### config.mk
export PLATFORM = sky130hd
export DESIGN_NAME = binary_max_heap_priority_queue
export DESIGN_NICKNAME = d
export VERILOG_FILES = /design/src/hw/rtl/bmhpq_pkg.sv /design/src/hw/rtl/binary_max_heap_priority_queue.sv /design/src/hw/rtl/bmhpq_dp.sv /design/src/hw/rtl/bmhpq_ctrl.sv
export SDC_FILE = /design/constraint.sdc
export NUM_CORES = 2
export LEC_CHECK = 0
export CORE_MARGIN = 1
export CORE_UTILIZATION = 25
export DETAILED_ROUTE_END_ITERATION = 16
export DONT_BUFFER_PORTS = 1
export SLEW_MARGIN = 20
export SYNTH_ARGS = -nofsm -noshare
export SYNTH_HDL_FRONTEND = slang
export SYNTH_HIERARCHICAL = 1
export SYNTH_SLANG_ARGS = --single-unit
### constraint.sdc
create_clock -name i_clk -period 24 [get_ports i_clk]
set_input_delay 2.4 -clock i_clk [delete_from_list [all_inputs] [get_ports i_clk]]
set_output_delay 2.4 -clock i_clk [all_outputs]
set_load 0.005 [all_outputs]
### src/hw/rtl/bmhpq_pkg.sv
// shared constants, codes and controller/datapath interface types for the heap queue
package bmhpq_pkg;

    localparam int CAPACITY_DEF = 64;

    localparam int VAL_W = 32;
    localparam int CMD_W = 2;
    localparam int POS_W = 6;
    localparam int STS_W = 2;
    localparam int CNT_OUT_W = 7;

    localparam logic [CMD_W-1:0] CMD_INSERT  = 2'd0;
    localparam logic [CMD_W-1:0] CMD_EXTRACT = 2'd1;
    localparam logic [CMD_W-1:0] CMD_REMOVE  = 2'd2;
    localparam logic [CMD_W-1:0] CMD_CHANGE  = 2'd3;

    localparam logic [STS_W-1:0] ST_OK     = 2'd0;
    localparam logic [STS_W-1:0] ST_FULL   = 2'd1;
    localparam logic [STS_W-1:0] ST_EMPTY  = 2'd2;
    localparam logic [STS_W-1:0] ST_BADPOS = 2'd3;

    // commands from controller to datapath
    typedef struct packed {
        logic             accept;
        logic [STS_W-1:0] status;
        logic             take_top;
        logic             ins_init;
        logic             rd_pos;
        logic             load_old;
        logic             dec_last;
        logic             load_last;
        logic             rd_parent;
        logic             up_move;
        logic             rd_kids;
        logic             down_move;
        logic             place;
    } t_dp_cmd;

    // status from datapath to controller
    typedef struct packed {
        logic full;
        logic empty;
        logic bad_pos;
        logic one_left;
        logic at_root;
        logic up_gt;
        logic no_left;
        logic child_gt;
    } t_dp_sts;

endpackage

### src/hw/rtl/binary_max_heap_priority_queue.sv
// binary max-heap priority queue: top level joining controller and datapath
// one command beat is taken when start is high and busy is low; one result beat follows
// errors report in the next cycle; every compare waits on the registered slot read;
// remove lifts the entry to the root, drops it, refills from the last slot, sifts down;
// busy drops in the result cycle, so a new command may enter there
// o_valid marks each result for one cycle only; the receiver cannot stall it
// synchronous active-low reset empties the queue; slot contents stay undefined until written
module binary_max_heap_priority_queue #(
    parameter int CAPACITY = bmhpq_pkg::CAPACITY_DEF
) (
    input  logic                                 i_clk,
    input  logic                                 i_rst_n,
    input  logic                                 start,
    input  logic [bmhpq_pkg::CMD_W-1:0]          i_command,
    input  logic signed [bmhpq_pkg::VAL_W-1:0]   i_new_value,
    input  logic [bmhpq_pkg::POS_W-1:0]          i_position,
    output logic                                 busy,
    output logic                                 o_valid,
    output logic [bmhpq_pkg::STS_W-1:0]          o_status,
    output logic signed [bmhpq_pkg::VAL_W-1:0]   o_taken_value,
    output logic signed [bmhpq_pkg::VAL_W-1:0]   o_top_value,
    output logic [bmhpq_pkg::CNT_OUT_W-1:0]      o_entry_count
);
    import bmhpq_pkg::*;

    t_dp_cmd dp_cmd;
    t_dp_sts dp_sts;

    bmhpq_ctrl u_ctrl (
        .i_clk     (i_clk),
        .i_rst_n   (i_rst_n),
        .start     (start),
        .i_command (i_command),
        .i_sts     (dp_sts),
        .o_cmd     (dp_cmd),
        .busy      (busy),
        .o_valid   (o_valid)
    );

    bmhpq_dp #(
        .CAPACITY (CAPACITY)
    ) u_dp (
        .i_clk         (i_clk),
        .i_rst_n       (i_rst_n),
        .i_new_value   (i_new_value),
        .i_position    (i_position),
        .i_cmd         (dp_cmd),
        .o_sts         (dp_sts),
        .o_status      (o_status),
        .o_taken_value (o_taken_value),
        .o_top_value   (o_top_value),
        .o_entry_count (o_entry_count)
    );

endmodule

### src/hw/rtl/bmhpq_dp.sv
// heap datapath: slot memory, moving entry, index arithmetic, compares and result registers
module bmhpq_dp #(
    parameter int CAPACITY = bmhpq_pkg::CAPACITY_DEF
) (
    input  logic                                 i_clk,
    input  logic                                 i_rst_n,
    input  logic signed [bmhpq_pkg::VAL_W-1:0]   i_new_value,
    input  logic [bmhpq_pkg::POS_W-1:0]          i_position,
    input  bmhpq_pkg::t_dp_cmd                   i_cmd,
    output bmhpq_pkg::t_dp_sts                   o_sts,
    output logic [bmhpq_pkg::STS_W-1:0]          o_status,
    output logic signed [bmhpq_pkg::VAL_W-1:0]   o_taken_value,
    output logic signed [bmhpq_pkg::VAL_W-1:0]   o_top_value,
    output logic [bmhpq_pkg::CNT_OUT_W-1:0]      o_entry_count
);
    import bmhpq_pkg::*;

    localparam int IW = $clog2(CAPACITY);
    localparam int CW = $clog2(CAPACITY + 1);
    localparam int KW = IW + 2;

    logic [VAL_W-1:0]        r_mem [CAPACITY];
    logic signed [VAL_W-1:0] r_rd_a;
    logic signed [VAL_W-1:0] r_rd_b;
    logic signed [VAL_W-1:0] r_cur;
    logic signed [VAL_W-1:0] r_top;
    logic signed [VAL_W-1:0] r_taken;
    logic [STS_W-1:0]        r_status;
    logic [POS_W-1:0]        r_pos;
    logic [IW-1:0]           r_idx;
    logic [CW-1:0]           r_cnt;

    logic [IW-1:0]           parent;
    logic [KW-1:0]           left_k;
    logic [KW-1:0]           right_k;
    logic [KW-1:0]           cnt_k;
    logic [KW-1:0]           idx_k;
    logic [KW-1:0]           child_k;
    logic                    right_ok;
    logic                    take_right;
    logic signed [VAL_W-1:0] sel;
    logic [CW-1:0]           cnt_m1;
    logic [IW+POS_W-1:0]     ipos_ext;
    logic [IW+POS_W-1:0]     rpos_ext;
    logic [CW+POS_W-1:0]     pos_cmp;
    logic [CW+POS_W-1:0]     cnt_cmp;
    logic [CW+CNT_OUT_W-1:0] cnt_out;

    logic                    wr_en;
    logic [IW-1:0]           wr_addr;
    logic [VAL_W-1:0]        wr_data;
    logic                    rd_en;
    logic [IW-1:0]           rd_addr_a;

    assign parent   = (r_idx - IW'(1)) >> 1;
    assign idx_k    = {2'b00, r_idx};
    assign left_k   = {1'b0, r_idx, 1'b1};
    assign right_k  = left_k + KW'(1);
    assign cnt_k    = {{(KW-CW){1'b0}}, r_cnt};
    assign right_ok = right_k < cnt_k;
    assign cnt_m1   = r_cnt - CW'(1);
    assign ipos_ext = {{IW{1'b0}}, i_position};
    assign rpos_ext = {{IW{1'b0}}, r_pos};
    assign pos_cmp  = {{CW{1'b0}}, i_position};
    assign cnt_cmp  = {{POS_W{1'b0}}, r_cnt};

    // larger child, left wins a tie
    assign take_right = right_ok && (r_rd_b > r_rd_a);
    assign sel        = take_right ? r_rd_b : r_rd_a;
    assign child_k    = take_right ? right_k : left_k;

    assign o_sts.full     = r_cnt == CW'(CAPACITY);
    assign o_sts.empty    = r_cnt == CW'(0);
    assign o_sts.bad_pos  = pos_cmp >= cnt_cmp;
    assign o_sts.one_left = r_cnt == CW'(1);
    assign o_sts.at_root  = r_idx == IW'(0);
    assign o_sts.up_gt    = r_cur > r_rd_a;
    assign o_sts.no_left  = left_k >= cnt_k;
    assign o_sts.child_gt = sel > r_cur;

    // write port: the moving entry lands, or a neighbor shifts into the hole
    always_comb begin
        wr_en   = i_cmd.place | i_cmd.up_move | i_cmd.down_move;
        wr_addr = r_idx;
        wr_data = r_cur;
        if (i_cmd.up_move) begin
            wr_data = r_rd_a;
        end else if (i_cmd.down_move) begin
            wr_data = sel;
        end
    end

    always_comb begin
        rd_en     = i_cmd.rd_pos | i_cmd.rd_parent | i_cmd.dec_last | i_cmd.rd_kids;
        rd_addr_a = left_k[IW-1:0];
        if (i_cmd.rd_pos) begin
            rd_addr_a = ipos_ext[IW-1:0];
        end else if (i_cmd.rd_parent) begin
            rd_addr_a = parent;
        end else if (i_cmd.dec_last) begin
            rd_addr_a = cnt_m1[IW-1:0];
        end
    end

    always_ff @(posedge i_clk) begin
        if (wr_en) begin
            r_mem[wr_addr] <= wr_data;
        end
        if (rd_en) begin
            r_rd_a <= r_mem[rd_addr_a];
            r_rd_b <= r_mem[right_k[IW-1:0]];
        end
    end

    always_ff @(posedge i_clk) begin
        if (!i_rst_n) begin
            r_cnt <= '0;
        end else if (i_cmd.ins_init) begin
            r_cnt <= r_cnt + CW'(1);
        end else if (i_cmd.dec_last) begin
            r_cnt <= cnt_m1;
        end
    end

    always_ff @(posedge i_clk) begin
        if (wr_en && wr_addr == IW'(0)) begin
            r_top <= wr_data;
        end
        if (i_cmd.accept) begin
            r_cur    <= i_new_value;
            r_pos    <= i_position;
            r_status <= i_cmd.status;
        end else if (i_cmd.load_last) begin
            r_cur <= r_rd_a;
        end
        if (i_cmd.take_top) begin
            r_taken <= r_top;
        end else if (i_cmd.accept) begin
            r_taken <= '0;
        end else if (i_cmd.load_old) begin
            r_taken <= r_rd_a;
        end
        if (i_cmd.ins_init) begin
            r_idx <= r_cnt[IW-1:0];
        end else if (i_cmd.load_old) begin
            r_idx <= rpos_ext[IW-1:0];
        end else if (i_cmd.load_last) begin
            r_idx <= IW'(0);
        end else if (i_cmd.up_move) begin
            r_idx <= parent;
        end else if (i_cmd.down_move) begin
            r_idx <= child_k[IW-1:0];
        end
    end

    assign cnt_out       = {{CNT_OUT_W{1'b0}}, r_cnt};
    assign o_entry_count = cnt_out[CNT_OUT_W-1:0];
    assign o_status      = r_status;
    assign o_taken_value = r_taken;
    assign o_top_value   = (r_cnt != CW'(0)) ? r_top : '0;

`ifndef SYNTHESIS
    a_cnt_bound: assert property (@(posedge i_clk) disable iff (!i_rst_n)
        r_cnt <= CW'(CAPACITY))
        else $error("entry count above capacity");

    a_wr_in_heap: assert property (@(posedge i_clk) disable iff (!i_rst_n)
        wr_en |-> idx_k < cnt_k)
        else $error("slot write outside the live heap");

    a_child_live: assert property (@(posedge i_clk) disable iff (!i_rst_n)
        i_cmd.down_move |-> child_k < cnt_k)
        else $error("sift-down moved to a missing child");
`endif

endmodule

### src/hw/rtl/bmhpq_ctrl.sv
// heap controller: command decode and sift sequencing state machine
module bmhpq_ctrl (
    input  logic                          i_clk,
    input  logic                          i_rst_n,
    input  logic                          start,
    input  logic [bmhpq_pkg::CMD_W-1:0]   i_command,
    input  bmhpq_pkg::t_dp_sts            i_sts,
    output bmhpq_pkg::t_dp_cmd            o_cmd,
    output logic                          busy,
    output logic                          o_valid
);
    import bmhpq_pkg::*;

    localparam logic [3:0] S_IDLE    = 4'd0;
    localparam logic [3:0] S_OLD     = 4'd1;
    localparam logic [3:0] S_UP_RD   = 4'd2;
    localparam logic [3:0] S_UP_CMP  = 4'd3;
    localparam logic [3:0] S_LIFT_RD = 4'd4;
    localparam logic [3:0] S_LIFT_WR = 4'd5;
    localparam logic [3:0] S_LAST    = 4'd6;
    localparam logic [3:0] S_DN_RD   = 4'd7;
    localparam logic [3:0] S_DN_CMP  = 4'd8;
    localparam logic [3:0] S_DONE    = 4'd9;

    logic [3:0]       r_state;
    logic [3:0]       n_state;
    logic [CMD_W-1:0] r_cmd;
    logic [CMD_W-1:0] n_cmd;
    logic             ready;
    t_dp_cmd          dc;

    assign ready = (r_state == S_IDLE) || (r_state == S_DONE);

    always_comb begin
        n_state = r_state;
        n_cmd   = r_cmd;
        dc      = '0;
        case (r_state)
            S_IDLE, S_DONE: begin
                n_state = S_IDLE;
                if (start) begin
                    dc.accept = 1'b1;
                    dc.status = ST_OK;
                    n_cmd     = i_command;
                    if (i_command == CMD_INSERT) begin
                        if (i_sts.full) begin
                            dc.status = ST_FULL;
                            n_state   = S_DONE;
                        end else begin
                            dc.ins_init = 1'b1;
                            n_state     = S_UP_RD;
                        end
                    end else if (i_sts.empty) begin
                        dc.status = ST_EMPTY;
                        n_state   = S_DONE;
                    end else if (i_command == CMD_EXTRACT) begin
                        dc.take_top = 1'b1;
                        dc.dec_last = 1'b1;
                        n_state     = i_sts.one_left ? S_DONE : S_LAST;
                    end else if (i_sts.bad_pos) begin
                        dc.status = ST_BADPOS;
                        n_state   = S_DONE;
                    end else begin
                        dc.rd_pos = 1'b1;
                        n_state   = S_OLD;
                    end
                end
            end
            S_OLD: begin
                dc.load_old = 1'b1;
                if (r_cmd == CMD_REMOVE) begin
                    n_state = S_LIFT_RD;
                end else if (i_sts.up_gt) begin
                    n_state = S_UP_RD;
                end else begin
                    n_state = S_DN_RD;
                end
            end
            S_UP_RD: begin
                if (i_sts.at_root) begin
                    dc.place = 1'b1;
                    n_state  = S_DONE;
                end else begin
                    dc.rd_parent = 1'b1;
                    n_state      = S_UP_CMP;
                end
            end
            S_UP_CMP: begin
                if (i_sts.up_gt) begin
                    dc.up_move = 1'b1;
                    n_state    = S_UP_RD;
                end else begin
                    dc.place = 1'b1;
                    n_state  = S_DONE;
                end
            end
            S_LIFT_RD: begin
                // entry reached the root: drop it and refill from the last slot
                if (i_sts.at_root) begin
                    dc.dec_last = 1'b1;
                    n_state     = i_sts.one_left ? S_DONE : S_LAST;
                end else begin
                    dc.rd_parent = 1'b1;
                    n_state      = S_LIFT_WR;
                end
            end
            S_LIFT_WR: begin
                dc.up_move = 1'b1;
                n_state    = S_LIFT_RD;
            end
            S_LAST: begin
                dc.load_last = 1'b1;
                n_state      = S_DN_RD;
            end
            S_DN_RD: begin
                if (i_sts.no_left) begin
                    dc.place = 1'b1;
                    n_state  = S_DONE;
                end else begin
                    dc.rd_kids = 1'b1;
                    n_state    = S_DN_CMP;
                end
            end
            S_DN_CMP: begin
                if (i_sts.child_gt) begin
                    dc.down_move = 1'b1;
                    n_state      = S_DN_RD;
                end else begin
                    dc.place = 1'b1;
                    n_state  = S_DONE;
                end
            end
            default: begin
                n_state = S_IDLE;
            end
        endcase
    end

    always_ff @(posedge i_clk) begin
        if (!i_rst_n) begin
            r_state <= S_IDLE;
            r_cmd   <= CMD_INSERT;
        end else begin
            r_state <= n_state;
            r_cmd   <= n_cmd;
        end
    end

    assign o_cmd   = dc;
    assign busy    = !ready;
    assign o_valid = r_state == S_DONE;

`ifndef SYNTHESIS
    a_no_write_when_ready: assert property (@(posedge i_clk) disable iff (!i_rst_n)
        ready |-> !(dc.place || dc.up_move || dc.down_move))
        else $error("slot write while waiting for a command");

    a_error_beat_next: assert property (@(posedge i_clk) disable iff (!i_rst_n)
        (start && ready && dc.status != ST_OK) |=> o_valid)
        else $error("rejected command did not report in the next cycle");
`endif

endmodule
==> impl_results.md <==
- Setup crit start: u_dp/r_idx[0]
- Initial antenna violation count: 31
- Clk pwr share: about a fifth
- Register area share after synthesis: between 60% and 70%
- Max Root-Sink Buffers: 3
- Post-Place Setup Slack: between 10 and 15 ns
- Clk_lat worst skew: roughly 0.9 ns
- Clock Pin Slew Worst Setup and Hold Paths: 0.07 ns
- Vias per cell: between 5 and 6
- Chip width: 633.7 µm
- Reg power frac: between 30% and 40%
- Final Cycle Share: 41.70%
- Startpoint types: flip-flop
- Post-Synthesis Cells: 7,610
- Worst setup slack after layout: between 10 and 15 ns
- Worst-Margin Slew: 1.163 ns
- Outcome: finished, final reports clean
- Worst R2R Start: u_dp/r_idx[0]
- CP Depth: 25
- Cells on Worst Hold Path: 2
- NumNets Final: ~7,700
- Fraction of layout cells with a size suffix above 1: about an eighth
- EDFF count, synth: between 2,000 and 2,500
- Max-slew violations: 0
- Synth warnings: 6
- Placed Area: 106,400 µm²
- Cts hold-fix bufs: 0
- Final Setup Violations: 0
- P_leak: between 30 and 40 nW
- CP dominant cell by count: buf_4
- CP max stage delay: between 0.8 and 0.9 ns
- Synth async-reset ratio: 0%
- DRT antenna net count: 0
- Cells on worst reg2reg path: 25
- Global-route wire length before repair: 459,200 µm
- RSZ-0062 raised after global routing: no
- Max-slew headroom: between 20% and 30%
- Number of global-route vias before repair: 62,410
- CP Class: reg2reg
- Hpwl dp: roughly 190,000 µm
- RD Place Congestion: between 0.8 and 0.9
- Unique masters post-synth: 72
- Drt first pass iters: 6
- GRT Total Usage: around 16%
- Via Count: about 67,000
- # DRC: 0
- WL/cell: approximately 25 µm
- Post-synth top flop: edfxtp_1
- Die ar.: between 400,000 and 500,000 µm²
- Worst Skew: 0.03263 ns
- Post-CTS resize count: 0
- Core footprint: slightly below 400,000 µm²
- I/O Buffers: 0
- #FFs+latches synth: ~2,200
- Cell-internal power: a little over 10 mW
- IO Pins: about 120
- H-tree depth: 4
- Site Rows: 231
- Peak Freq: about 0.10 GHz
- CP Buf/Inv Count: 5
- Synthesized area per cell: around 13 µm²
- Setup_tns: 0 ns
- Logic pwr share: approximately half
- CP delay by family, top: simple AND/OR/NAND/NOR gates
- Crit path max fanout: 67
- Initial Utilization: ~25%
- Minimum clock period: 10.01 ns
- 1st-iter DRT viols: slightly above 10,000
- Max Cap Violations: 0
- CP max-delay cell: or4_1
- Final hold violations: 0
- Design Area, Final: around 110,000 µm²
- Final WL: about 320,000 µm
- WHS: about 0.46 ns
- Total CTS buffers: ~230
- Cell Area, Synth: 99,760 µm²
- Min-delay src: u_ctrl/r_cmd[0]
- Arrival time at the worst endpoint: 10.53 ns
- Clock Sink Count: around 2,200
- Global route overflow: 0
- Net Switching: 7.974 mW
- Net Sw Frac: a little over two fifths
- Critical path required time: ~25 ns
- Crit end category: flip-flop
- HP Class: reg2reg
- Clock Tree Root: clkbuf_16
- Setup Buffers After CTS: 0
- Largest net degree at the start of global routing: ~170
- Die Ht: about 630 µm
- Mapped Nets: between 7,000 and 8,000
- Power per Cell Area: ~160 nW/µm²
- Peak supply drop: 0.2324 mV
- Area Overhead vs Synth: 13.94%
- CTS tree: built
[registers in the layout, indices dropped and copies added (netlist names)]
name                cells
u_dp/o_status           2
u_dp/r_top             32
u_ctrl/r_cmd            2
u_dp/r_idx              6
u_dp/r_rd_b            32
u_dp/r_rd_a            32
u_dp/r_pos              6
u_dp/r_mem           2048
u_ctrl/r_state          4
u_dp/o_entry_count      7
u_dp/o_taken_value     32
u_dp/r_cur             32
[cell usage after synthesis (31+ instances only)]
library cell     n  share of area, %
buf_1           46              0.17
nand3_1        999               5.0
edfxtp_1      2222                67
ha_1           121               1.5
buf_2           64              0.32
and3_1          41              0.26
o22ai_1         33              0.21
nor3_1          53              0.27
nand2b_1        39              0.24
nand2_1       2036               7.7
a21oi_1        285               1.4
mux4_2         378               8.5
nor4_1          37              0.23
o21ai_0        157              0.79
a311oi_1        31              0.27
inv_1           92              0.35
mux2i_1         62              0.62
nor2_1         105              0.40
a221o_1         37              0.37
and2_1          38              0.24
clkbuf_1       397               1.5
a31oi_1         41              0.26
[layer usage]
metal	global-route usage, %	wire [µm]	vias up	share of wire (%)
met4	4.725	9368	30	2.9
li1	-	-	28280	-
met1	21.52	130900	33950	41
met2	23.52	141700	4160	44
met5	0	204	-	0.063
met3	4.170	39660	586	12
[placed cells by master (no fill, tap or decap), types with 10 or more instances in the layout]
cell type   instances
a31oi_1            40
o21ai_0           155
inv_1              91
and2_1             37
and3_1             41
a311oi_1           31
edfxtp_1         2222
clkbuf_16         227
mux4_2            378
nand2b_1           39
nand2_1          2034
xnor2_1            10
bufinv_16          20
a221o_2            30
o2111ai_1          29
mux2i_1            62
dfxtp_1            13
buf_4             173
o22ai_1            33
clkinv_2           33
clkbuf_1           49
nor2_4             67
a21o_1             29
nand4_1            22
nand3_1           997
nor4_1             36
clkinvlp_4         12
nor2b_1            14
clkinv_1           56
o21a_1             11
ha_1              120
a21oi_1           282
and4b_1            30
nor2_1             38
nor3_1             52
o21ai_1            25
[metrics by stage]
step	util [%]	power, mW	instances
floorplan	-	11.05	7610
global placement	26.83	14.45	12510
detailed placement	26.84	14.51	12510
CTS	28.66	17.98	12930
global route	28.66	18.82	12930
finish	28.67	18.13	12940
[path summary, 6_finish.rpt]
| path | end | slack [ns] |
|---|---|---|
| worst max-delay path | u_dp/r_mem[10][9] | 13.99 |
| worst min-delay path | u_ctrl/r_cmd[0] | 0.46 |
| worst max register to register | u_dp/r_mem[10][9] | 13.99 |
| worst min register to register | u_ctrl/r_cmd[0] | 0.46 |
[kinds of logic after synthesis]
kind of cell               synth area share [%]
and+or+nand+nor                           15.16
adders and majority gates                 1.518
buffers and inverters                     2.439
DFF                                       67.14
muxes                                     9.178
xor gates and xnor gates                 0.1405
AOI/OAI and AO/OA                         4.418
[power by group through the flow]
stage | Clock (mW) | Combinational (mW) | Sequential, mW
6_report | 3.48 | 8.78 | 5.87
5_1_grt | 3.66 | 9.26 | 5.89
2_1_floorplan | 0 | 5.20 | 5.84
3_5_place_dp | 0 | 8.57 | 5.94
3_3_place_gp | 0 | 8.51 | 5.94
4_1_cts | 3.52 | 8.60 | 5.86
[worst reg2reg max path, cell delays in order (launching register included)]
cell and delay [ns]:
edfxtp_1 0.32, buf_4 0.45, buf_4 0.85, nand3_1 0.35
xnor2_2 0.26, buf_12 0.65, ha_1 0.42, a21oi_1 0.14
a21o_1 0.15, nand2_1 0.15, a21oi_4 0.15, buf_4 0.51
o21ai_0 0.22, ha_1 0.32, a21o_1 0.18, a21o_1 0.17
a21oi_1 0.16, o21ai_0 0.20, a211o_1 0.38, nor3_1 0.15
o21a_1 0.23, and4_2 0.80, nor3_1 0.27, or4_1 0.88
nor2_4 0.65, buf_4 0.61
[layout make-up]
class / count / area [µm²]
antenna: 5 / 12.51
clock buffer: 276 / 5864
clock inverter: 140 / 1343
fill: 39910 / 282900
inverter: 93 / 349.1
multi-input combinational: 4763 / 31100
sequential: 2235 / 66980
tap: 5242 / 6559
timing repair buffer: 181 / 1459
Power figures use the tool's default switching activity.
